[config.mk]
export PLATFORM = sky130hd
export DESIGN_NAME = identify_effect_sequencer_flat
export DESIGN_NICKNAME = d
export VERILOG_FILES = /design/src/design/ies_pkg.sv /design/src/design/ies_stream_if.sv /design/src/design/ies_core.sv /design/src/design/identify_effect_sequencer.sv /design/src/flat_wrapper.sv
export SDC_FILE = /design/constraint.sdc
export NUM_CORES = 1
export LEC_CHECK = 0
export BUFFER_PORTS_ARGS = -buffer_cell sky130_fd_sc_hd__buf_2
export CAP_MARGIN = 20
export CORE_UTILIZATION = 51
export CTS_CLUSTER_DIAMETER = 200
export CTS_CLUSTER_SIZE = 24
export DETAILED_ROUTE_END_ITERATION = 12
export PLACE_DENSITY = 0.85
export SLEW_MARGIN = 20
export SYNTH_ARGS = -nofsm -noshare
export SYNTH_HDL_FRONTEND = slang
export SYNTH_SLANG_ARGS = --single-unit
[constraint.sdc]
create_clock -name clk -period 2.69 [get_ports clk]
set_input_delay 0.538 -clock clk [delete_from_list [all_inputs] [get_ports clk]]
set_output_delay 0.538 -clock clk [all_outputs]
set_load 0.01 [all_outputs]
[src/design/ies_pkg.sv]
// Shared types, effect codes and preset constants of the identify-effect sequencer.
package ies_pkg;

	typedef enum logic [1:0] {
		KIND_START  = 2'd0,
		KIND_TICK   = 2'd1,
		KIND_IDENT  = 2'd2,
		KIND_DIRECT = 2'd3
	} kind_t;

	localparam logic [7:0] EFF_BLINK   = 8'd0;
	localparam logic [7:0] EFF_BREATHE = 8'd1;
	localparam logic [7:0] EFF_OKAY    = 8'd2;
	localparam logic [7:0] EFF_CHANNEL = 8'd11;
	localparam logic [7:0] EFF_FINISH  = 8'd254;
	localparam logic [7:0] EFF_STOP    = 8'd255;

	localparam logic [7:0] LVL_PEAK       = 8'd250;
	localparam logic [7:0] LVL_STEP       = 8'd50;
	localparam logic [7:0] LVL_IDENT      = 8'd159;
	localparam logic [7:0] COL_FULL       = 8'd255;
	localparam logic [7:0] COL_CHAN_GREEN = 8'd127;
	localparam logic [7:0] COL_CHAN_BLUE  = 8'd4;
	localparam logic [7:0] COL_IDENT_RED  = 8'd250;
	localparam logic [3:0] BREATHE_CYCLES = 4'd15;
	localparam logic [7:0] TICKS_SHORT    = 8'd10;
	localparam logic [7:0] TICKS_BREATHE  = 8'd200;
	localparam logic [7:0] TICKS_CHANNEL  = 8'd80;
	localparam logic [4:0] TIME_CLEAR     = 5'd0;
	localparam logic [4:0] TIME_STOP      = 5'd1;
	localparam logic [4:0] TIME_SHORT     = 5'd2;
	localparam logic [4:0] TIME_CHANNEL   = 5'd9;
	localparam logic [4:0] TIME_BREATHE   = 5'd17;

	typedef struct packed {
		kind_t       kind;
		logic [7:0]  effect_code;
		logic        on_in;
		logic [7:0]  level_in;
		logic [7:0]  red_in;
		logic [7:0]  green_in;
		logic [7:0]  blue_in;
		logic [15:0] identify_time_in;
	} item_t;

	typedef struct packed {
		logic       drive_valid;
		logic       drive_on;
		logic [7:0] drive_level;
		logic [7:0] drive_red;
		logic [7:0] drive_green;
		logic [7:0] drive_blue;
		logic       time_write_valid;
		logic [4:0] time_value;
		logic       effect_active;
	} result_t;

endpackage

[src/design/ies_stream_if.sv]
// Valid/ready stream interface carrying one request payload.
interface ies_stream_if #(parameter type payload_t = logic);
	logic     valid;
	logic     ready;
	payload_t payload;

	modport source (output valid, output payload, input ready);
	modport sink (input valid, input payload, output ready);
endinterface

[src/design/ies_core.sv]
// Effect state registers and the combinational step logic for one request.
module ies_core import ies_pkg::*; (
	input  logic    clk,
	input  logic    arst_n,
	input  logic    step_en,
	input  item_t   item,
	output result_t result
);

	typedef struct packed {
		logic [7:0] state;
		logic [7:0] level;
		logic [7:0] red;
		logic [7:0] green;
		logic [7:0] blue;
		logic       ramp_up;
		logic       finish;
		logic [3:0] cycles;
		logic [7:0] ticks;
	} fx_t;

	fx_t fx_q;
	fx_t fx_d;

	function automatic result_t drive(input result_t r, input logic on, input logic [7:0] lvl,
			input logic [7:0] red, input logic [7:0] green, input logic [7:0] blue);
		result_t o;
		o             = r;
		o.drive_valid = 1'b1;
		o.drive_on    = on;
		o.drive_level = on ? lvl : 8'd0;
		o.drive_red   = on ? red : 8'd0;
		o.drive_green = on ? green : 8'd0;
		o.drive_blue  = on ? blue : 8'd0;
		return o;
	endfunction

	function automatic result_t time_write(input result_t r, input logic [4:0] v);
		result_t o;
		o                  = r;
		o.time_write_valid = 1'b1;
		o.time_value       = v;
		return o;
	endfunction

	logic       active;
	logic [3:0] cycles_dec;

	assign active     = fx_q.state != EFF_STOP;
	assign cycles_dec = fx_q.cycles - 4'd1;

	always_comb begin
		fx_d   = fx_q;
		result = '0;
		case (item.kind)
			KIND_START: begin
				case (item.effect_code)
					EFF_BLINK: begin
						fx_d.state  = EFF_BLINK;
						fx_d.level  = LVL_PEAK;
						fx_d.red    = COL_FULL;
						fx_d.green  = 8'd0;
						fx_d.blue   = 8'd0;
						fx_d.finish = 1'b0;
						fx_d.ticks  = TICKS_SHORT;
						result      = time_write(result, TIME_SHORT);
					end
					EFF_BREATHE: begin
						fx_d.state   = EFF_BREATHE;
						fx_d.level   = 8'd0;
						fx_d.red     = item.red_in;
						fx_d.green   = item.green_in;
						fx_d.blue    = item.blue_in;
						fx_d.finish  = 1'b0;
						fx_d.ticks   = TICKS_BREATHE;
						fx_d.ramp_up = 1'b1;
						fx_d.cycles  = BREATHE_CYCLES;
						result       = time_write(result, TIME_BREATHE);
					end
					EFF_OKAY: begin
						fx_d.state  = EFF_OKAY;
						fx_d.level  = LVL_PEAK;
						fx_d.red    = 8'd0;
						fx_d.green  = COL_FULL;
						fx_d.blue   = 8'd0;
						fx_d.finish = 1'b0;
						fx_d.ticks  = TICKS_SHORT;
						result      = time_write(result, TIME_SHORT);
					end
					EFF_CHANNEL: begin
						fx_d.state  = EFF_CHANNEL;
						fx_d.level  = LVL_PEAK;
						fx_d.red    = COL_FULL;
						fx_d.green  = COL_CHAN_GREEN;
						fx_d.blue   = COL_CHAN_BLUE;
						fx_d.finish = 1'b0;
						fx_d.ticks  = TICKS_CHANNEL;
						result      = time_write(result, TIME_CHANNEL);
					end
					EFF_FINISH: begin
						if (active) begin
							fx_d.finish = 1'b1;
						end
					end
					EFF_STOP: begin
						fx_d.state = EFF_STOP;
						result     = time_write(result, TIME_STOP);
					end
					default: begin
					end
				endcase
			end
			KIND_TICK: begin
				if (active && fx_q.ticks != 8'd0) begin
					fx_d.ticks = fx_q.ticks - 8'd1;
					result = drive(result, 1'b1, fx_q.level, fx_q.red, fx_q.green, fx_q.blue);
					if (fx_q.state == EFF_BREATHE) begin
						if (fx_q.ramp_up) begin
							if (fx_q.level >= LVL_PEAK) begin
								fx_d.level   = fx_q.level - LVL_STEP;
								fx_d.ramp_up = 1'b0;
							end else begin
								fx_d.level = fx_q.level + LVL_STEP;
							end
						end else if (fx_q.level == 8'd0) begin
							fx_d.cycles = cycles_dec;
							if (cycles_dec != 4'd0 && !fx_q.finish) begin
								fx_d.level   = fx_q.level + LVL_STEP;
								fx_d.ramp_up = 1'b1;
							end else begin
								fx_d.ticks = 8'd0;
							end
						end else begin
							fx_d.level = fx_q.level - LVL_STEP;
						end
					end else if (fx_q.state != EFF_BLINK && fx_q.finish) begin
						fx_d.ticks = 8'd0;
					end
				end else if (active) begin
					fx_d.state   = EFF_STOP;
					fx_d.ramp_up = 1'b0;
					result = time_write(result, TIME_CLEAR);
					result = drive(result, item.on_in, item.level_in, item.red_in,
						item.green_in, item.blue_in);
				end
			end
			KIND_IDENT: begin
				if (!active) begin
					if (item.identify_time_in == 16'd0) begin
						result = drive(result, item.on_in, item.level_in, item.red_in,
							item.green_in, item.blue_in);
					end else begin
						result = drive(result, 1'b1, LVL_IDENT, COL_IDENT_RED, 8'd0, 8'd0);
					end
				end
			end
			KIND_DIRECT: begin
				result = drive(result, item.on_in, item.level_in, item.red_in,
					item.green_in, item.blue_in);
			end
			default: begin
			end
		endcase
		result.effect_active = fx_d.state != EFF_STOP;
	end

	always_ff @(posedge clk or negedge arst_n) begin
		if (!arst_n) begin
			fx_q <= '{EFF_STOP, 8'd0, 8'd0, 8'd0, 8'd0, 1'b0, 1'b0, 4'd0, 8'd0};
		end else if (step_en) begin
			fx_q <= fx_d;
		end
	end

endmodule

[src/design/identify_effect_sequencer.sv]
// Top level of the identify-effect sequencer: input register, step core, result register.
// A request passes from the input register through the step core into the result register.
// Accepts one request per cycle while the result side is ready; the input stage refills while a result is held.
// Each request yields exactly one result.
// Reset (arst_n low) empties both stages and returns the effect state to stop.
module identify_effect_sequencer import ies_pkg::*; (
	input logic         clk,
	input logic         arst_n,
	ies_stream_if.sink   item,
	ies_stream_if.source result
);

	logic    valid_s1;
	item_t   item_s1;
	logic    result_valid_q;
	result_t result_q;
	result_t step_result;
	logic    advance;

	assign advance     = valid_s1 && (!result_valid_q || result.ready);
	assign item.ready  = !valid_s1 || advance;

	always_ff @(posedge clk or negedge arst_n) begin
		if (!arst_n) begin
			valid_s1 <= 1'b0;
		end else if (item.ready) begin
			valid_s1 <= item.valid;
		end
	end

	always_ff @(posedge clk) begin
		if (item.valid && item.ready) begin
			item_s1 <= item.payload;
		end
	end

	ies_core u_core (
		.clk     (clk),
		.arst_n  (arst_n),
		.step_en (advance),
		.item    (item_s1),
		.result  (step_result)
	);

	always_ff @(posedge clk or negedge arst_n) begin
		if (!arst_n) begin
			result_valid_q <= 1'b0;
		end else if (advance) begin
			result_valid_q <= 1'b1;
		end else if (result.ready) begin
			result_valid_q <= 1'b0;
		end
	end

	always_ff @(posedge clk) begin
		if (advance) begin
			result_q <= step_result;
		end
	end

	assign result.valid   = result_valid_q;
	assign result.payload = result_q;

endmodule

[src/flat_wrapper.sv]
// flat-port wrapper written by rule: the top's interface ports become plain ports
module identify_effect_sequencer_flat import ies_pkg::*;
  (clk, arst_n, item_valid, item_payload, item_ready, result_valid, result_payload, result_ready);
  ies_stream_if #(.payload_t(item_t)) item_i ();
  ies_stream_if #(.payload_t(result_t)) result_i ();
  input logic clk;
  input logic arst_n;
  input wire logic [$bits(item_i.valid)-1:0] item_valid;
  input wire logic [$bits(item_i.payload)-1:0] item_payload;
  output wire logic [$bits(item_i.ready)-1:0] item_ready;
  output wire logic [$bits(result_i.valid)-1:0] result_valid;
  output wire logic [$bits(result_i.payload)-1:0] result_payload;
  input wire logic [$bits(result_i.ready)-1:0] result_ready;
  assign item_i.valid = item_valid;
  assign item_i.payload = item_payload;
  assign item_ready = item_i.ready;
  assign result_valid = result_i.valid;
  assign result_payload = result_i.payload;
  assign result_i.ready = result_ready;
  identify_effect_sequencer u_core (.clk(clk), .arst_n(arst_n), .item(item_i), .result(result_i));
endmodule
==> flow_metrics.tcl, run 1 <==
set metrics [dict create \
    start_util_pct 52.50 \
    max_stage_delay_ns 0.65 \
    crit_path_end_kind "flop" \
    power_uw 6221 \
    met3_usage_pct 6.370 \
    grt.total_usage_pct 24.24 \
    rows 42 \
    synth_top_family_by_area "compound AO/OA/AOI/OAI gates" \
    clock_skew_ns 0.008656 \
    synth_top_area_cell "edfxtp_1" \
    worst_slack_ns 0.3942 \
    path_cells "clkinv_1 -> nand2_1 -> buf_4 -> nor2_1 -> o211ai_1 -> o21ai_0 -> o21ai_0" \
    crit_buf_inv 2 \
    p_leak_uw 0.003327 \
    hpwl_um 10930 \
    setup_viol 0 \
    hold_buffers 0 \
    post-place-cells 861 \
    min_path_type "input pin to flop" \
    n_antenna_cell 0 \
    clock_tree.htree_level_count 4 \
    syn-num-nets 667 \
    clock-sinks 154 \
    num_io_pins 106 \
    synthTopCellsByCount "edfxtp_1 (99), nand2_1 (57), o21ai_0 (48)" \
    portBuffers 104 \
    crit_path_top_delay_cell "edfxtp_1" \
    post_cts_resized 0 \
    postCtsSetupRepairBufs 0 \
    post-route-min-period_ns 2.296 \
    cap_viol_max_count 0 \
    core_area_um2 13300 \
    critical_path_class "flop to flop" \
    grt_first_pass_wirelength_um 26360 \
    busiest_layer "met2" \
    rsz0062_at_grt "no" \
    path_max_fanout 10 \
    drtAntennaViolNets 0 \
    multi_input_area_um2 2365 \
    synth-main-ff-cell "edfxtp_1" \
    arrival_ns 2.63 \
    grt_util_met2_pct 40.88 \
    synth_compound_area_share_pct 17.15 \
    cts_tree "built" \
    synth_cell_types 76 \
    die_y_um 119.0 \
    drt_iter0_markers 710 \
    synthesis.area_um2 6980 \
    hold_viol 0 \
    first_pass_iters 5 \
    num-nets-final 773 \
    synthSimpleGateAreaFrac_pct 15.16 \
    power.density_nw_per_um2 750.2 \
    synth_xor_area_share_pct 0.2509 \
    wl_um 16340 \
    fin_setup_tns_ns 0 \
    avgSynthCellArea_um2 11.67 \
    synthToLayoutAreaGrowth_pct 18.78 \
    overflow 0 \
    status "completed" \
    wl_per_cell_um 18.32 \
    async_reset_ff_share_pct 35.71 \
    die_w_um 119.0 \
    cts_buffer_depth 2 \
    required_ns 3.02 \
    place_ws_ns 0.2523 \
    crit_path_start_kind "flop" \
    finalMaxSlewViolations 0 \
    drive_gt1_share_pct 25.14 \
    synthCells 598 \
    yosys.area_share.adder_pct 1.075 \
    antenna_found_initial 0 \
    yosysMostFrequentCell "edfxtp_1" \
    yosysSeqAreaShare_pct 62.45 \
    stdcell_count 892 \
    grt_max_degree 60 \
    drc 0 \
    worstMarginPinSlew_ns 1.021 \
    grt_util_met1_pct 29.57 \
    clkLatencyLatePin_ns 0.42 \
    synth.area.top_cells "edfxtp_1 (43%), dfrtp_1 (17%), o21ai_0 (3.4%)" \
    gp_congestion 0.9596 \
    yosysTopAreaCellShare_pct 42.59 \
    avgViaCountPerCell 6.093 \
    synth.mux.area_fraction_pct 0.1434 \
    hold_ws_ns 0.2898 \
    die_area_um2 14160 \
    critPathTopFamily "compound AO/OA/AOI/OAI gates" \
    fillers 982 \
    ys_warn_count 0 \
    cts_root_buf "clkbuf_16" \
    vias 5435 \
    ys_ff_latch 154 \
    max_freq_mhz 435.6 \
    ir_drop_mv 0.5527 \
    max-slew-margin-rel_pct 31.95 \
    regArea_um2 4359 \
    clkTransAtPathRegs_ns 0.06 \
    synth_edf_count 99 \
    grt_pass1_vias 5346 \
    cts_buffers 17 \
    period_share_pct 85.34 \
    crit_top_cell "o21ai_0" \
]
stage by stage:
stage,instance area (um2),util [%]
3_3_place_gp,7687,57.82
4_1_cts,8290,62.36
6_report,8292,62.37
3_5_place_dp,7687,57.82
5_1_grt,8292,62.37
2_1_floorplan,6982,-
area by class of cell:
class                   count  area share (%)
multi-input cells         389           28.52
well taps                 176           2.656
clock buffers              22           5.478
clock inverters             9           1.796
inverters                  20          0.9205
flip-flops and latches    154           52.57
repair buffers            122           8.058
flip-flops by register name, indices dropped and copies added, names as in the netlist:
signal and count:
u_core.item_s1 59, u_core.u_core.fx_q 53, u_core.result.payload 40, u_core.result.valid 1, u_core.valid_s1 1
where the power goes:
| group | total [uW] | leakage [uW] | switching [uW] | internal (uW) |
|---|---|---|---|---|
| Clock | 2440 | 0.000290 | 875 | 1570 |
| Combinational | 746 | 0.00139 | 435 | 310 |
| Sequential | 3030 | 0.00165 | 246 | 2790 |
worst paths after layout:
path / from / end / slack [ns] / cells past startpoint
setup reg to reg: u_core.item_s1[58] / u_core.u_core.fx_q[11] / 0.39 / 7
setup / recovery: u_core.item_s1[58] / u_core.u_core.fx_q[11] / 0.39 / 7
hold / removal: item_payload[17] / u_core.item_s1[17] / 0.29 / 1
hold reg to reg: u_core.u_core.fx_q[34] / u_core.u_core.fx_q[34] / 0.49 / 2
min in group asynchronous: arst_n / u_core.result.valid / 0.30 / 1
max in group asynchronous: arst_n / u_core.u_core.fx_q[40] / 1.69 / 2
cell usage in the layout (no fill, tap or decap), types with 6 or more instances in the layout:
cell,instances
and3_1,8
a22oi_1,23
nor3_1,11
and2_1,7
clkbuf_16,17
a21oi_1,45
or3_1,6
nand2_1,57
edfxtp_1,99
a221o_1,7
buf_4,17
ha_1,6
nor4_1,7
nand3_1,13
inv_1,18
a31oi_1,6
nor2_1,46
dfstp_2,8
o21ai_0,48
buf_2,104
dfrtp_1,47
nand2b_1,7
routing by layer:
metal	wire [um]	vias to the layer above	share of wire (%)
li1	-	2458	-
met1	6449	2650	39
met2	8242	281	50
met3	1160	46	7.1
met4	491	0	3.0
met5	0	-	0
cells by family (layout without fill, tap and decap cells):
group / count (synthesis) / after routing
flops: 154 / 154
xor+xnor: 2 / 2
other cells: 1 / 1
mux: 1 / 1
buf+inv: 55 / 173
simple gates: 197 / 197
compound gates: 182 / 182
fa+ha+maj: 6 / 6
No activity file was read; power rests on OpenSTA's default activity.
==> inputs of run 2 (changes only) <==
--- a/config.mk
+++ b/config.mk
@@ -7,11 +7,11 @@
 export LEC_CHECK = 0
 export BUFFER_PORTS_ARGS = -buffer_cell sky130_fd_sc_hd__buf_2
 export CAP_MARGIN = 20
-export CORE_UTILIZATION = 51
-export CTS_CLUSTER_DIAMETER = 200
+export CORE_MARGIN = 5
+export CORE_UTILIZATION = 60
 export CTS_CLUSTER_SIZE = 24
 export DETAILED_ROUTE_END_ITERATION = 12
-export PLACE_DENSITY = 0.85
+export PLACE_DENSITY = 0.92
 export SLEW_MARGIN = 20
 export SYNTH_ARGS = -nofsm -noshare
 export SYNTH_HDL_FRONTEND = slang
==> constraint.sdc (replaced) <==
create_clock -name clk -period 2.8 [get_ports clk]
set_input_delay 0.56 -clock clk [delete_from_list [all_inputs] [get_ports clk]]
set_output_delay 0.56 -clock clk [all_outputs]
set_load 0.01 [all_outputs]
==> run 2 against run 1 <==
Effect of this change:
- clock skew grew 0.0025 ns
- design area fell by 0.75%
- hold slack improved by 0.015 ns
- first-iteration DRC count down 3.4%
- die area shrank 1.9%
==> flow_metrics.tcl, run 2 (synthesized netlist as in run 1, its figures left out) <==
set metrics [dict create \
    status "completed" \
    drtAntennaViolNets 0 \
    largest-register "u_core.item_s1" \
    p_leak_uw 0.003316 \
    cts_buffers 17 \
    clkTransAtPathRegs_ns 0.06 \
    portBuffers 104 \
    ir_drop_mv 0.9413 \
    gp_congestion 0.8941 \
    vias 5455 \
    hpwl_um 11440 \
    crit_path_end_kind "flop" \
    wl_um 16960 \
    place_ws_ns 0.2912 \
    p_clk_share_pct 39.4 \
    cts_buffer_depth 2 \
    regArea_um2 4359 \
    synthToLayoutAreaGrowth_pct 17.89 \
    utilization_pct 72.07 \
    largest_register_ffs 59 \
    fin_setup_tns_ns 0 \
    worstMarginPinSlew_ns 0.5900 \
    rows 39 \
    antenna_found_initial 0 \
    die_y_um 117.9 \
    core_area_um2 11420 \
    clock-sinks 154 \
    final_cell_mix "buf_2 (104), edfxtp_1 (99), nand2_1 (57), o21ai_0 (48), dfrtp_1 (47)" \
    period_share_pct 86.15 \
    drc 0 \
    crit_path_start_kind "flop" \
    start_util_pct 61.13 \
    grt.total_usage_pct 24.64 \
    grt_first_pass_wirelength_um 27530 \
    crit_path_top_delay_cell "or3_1" \
    critPathTopFamily "simple AND/OR/NAND/NOR gates" \
    die_area_um2 13890 \
    layout_commonest_cell "buf_2" \
    grt_pass1_vias 5544 \
    setup_viol 0 \
    rsz0062_at_grt "no" \
    drive_gt1_share_pct 24.96 \
    n_antenna_cell 0 \
    wl_per_cell_um 19.82 \
    power.density_nw_per_um2 730.0 \
    overflow 0 \
    num_io_pins 106 \
    worst_slack_ns 0.3878 \
    pwr-share-seq_pct 48.7 \
    post-route-min-period_ns 2.412 \
    required_ns 3.09 \
    switching_power_uw 1550 \
    die_w_um 117.9 \
    cap_viol_max_count 0 \
    avgViaCountPerCell 6.373 \
    final_area_um2 8229 \
    hold_viol 0 \
    path_cells "nor2_1 -> nand3_2 -> or3_1 -> buf_4 -> nand2_1 -> o21ai_0" \
    drt_iter0_markers 686 \
    max_stage_delay_ns 0.64 \
    multi_input_area_um2 2365 \
    cts_root_buf "clkbuf_16" \
    crit_buf_inv 1 \
    pwr-share-comb_pct 11.9 \
    grt_max_degree 55 \
    fillers 744 \
    placedInstanceArea_um2 7609 \
    num-nets-final 769 \
    clkLatencyLatePin_ns 0.43 \
    min_path_type "input pin to flop" \
    arrival_ns 2.70 \
    clock_skew_ns 0.01112 \
    max_freq_mhz 414.6 \
    postCtsSetupRepairBufs 0 \
    max-slew-margin-rel_pct 60.40 \
    path_max_fanout 41 \
    internal_power_uw 4458 \
    cts_tree "built" \
    clock_tree.htree_level_count 4 \
    swShare_pct 25.80 \
    critical_path_class "flop to flop" \
    finalMaxSlewViolations 0 \
    first_pass_iters 5 \
]
==> run 2: cell types whose count changed in the layout (fill, tap and decap cells not counted) <==
cell / before / now
buf_4: 17 / 12
clkbuf_1: 4 / 3
clkbuf_8: 1 / 0
clkinv_1: 3 / 2
clkinv_2: 2 / 4
clkinv_4: 0 / 2
dlygate4sd3_1: 0 / 1
==> run 2: final timing paths <==
| kind | start | end | slack (ns) | depth (start not counted) |
|---|---|---|---|---|
| worst max-delay path | u_core.item_s1[55] | u_core.u_core.fx_q[17] | 0.39 | 6 |
| worst min-delay path | item_payload[2] | u_core.item_s1[2] | 0.30 | 1 |
| worst max register to register | u_core.item_s1[55] | u_core.u_core.fx_q[17] | 0.39 | 6 |
| worst min register to register | u_core.u_core.fx_q[48] | u_core.u_core.fx_q[48] | 0.48 | 2 |
| max in group asynchronous | arst_n | u_core.u_core.fx_q[49] | 1.82 | 3 |
| min in group asynchronous | arst_n | u_core.u_core.fx_q[0] | 0.45 | 2 |
==> run 2: layout make-up <==
class                   instances  share of cell area, %
flip-flops and latches        154                  52.97
multi-input cells             389                  28.74
repair buffers                118                  7.785
clock buffers                  20                  5.306
well taps                     143                  2.174
clock inverters                12                  2.098
inverters                      20                 0.9275
==> run 2: stage by stage <==
step / instances / hold slack, ns / power (uW)
after floorplan: 598 / 0.2644 / 3375
after global placement: 823 / 0.3602 / 3586
after detailed placement: 823 / 0.3634 / 3654
after CTS: 856 / 0.2939 / 6005
after global routing: 856 / 0.2948 / 6232
final: 856 / 0.3048 / 6007
==> run 2: routing by layer <==
| layer | wire length, um | global-route usage, % | share of wire (%) |
|---|---|---|---|
| met5 | 0 | 0 | 0 |
| met2 | 8690 | 41.05 | 51 |
| met4 | 374 | 9.964 | 2.2 |
| met1 | 6312 | 30.17 | 37 |
| met3 | 1584 | 7.256 | 9.3 |
==> run 2: power groups by stage <==
stage	Combinational (uW)	Clock [uW]	Sequential (uW)
floorplan	504	0	2870
global placement	658	0	2930
detailed placement	700	0	2950
CTS	711	2380	2910
global route	799	2490	2950
finish	717	2370	2920
==> run 2: what timing repair did <==
| action | CTS | global route |
|---|---|---|
| hold buffers | 1 | 0 |
| resized for setup | 0 | 1 |
| setup endpoints to repair | 0 | 6 |
| hold endpoints to repair | 1 | 0 |
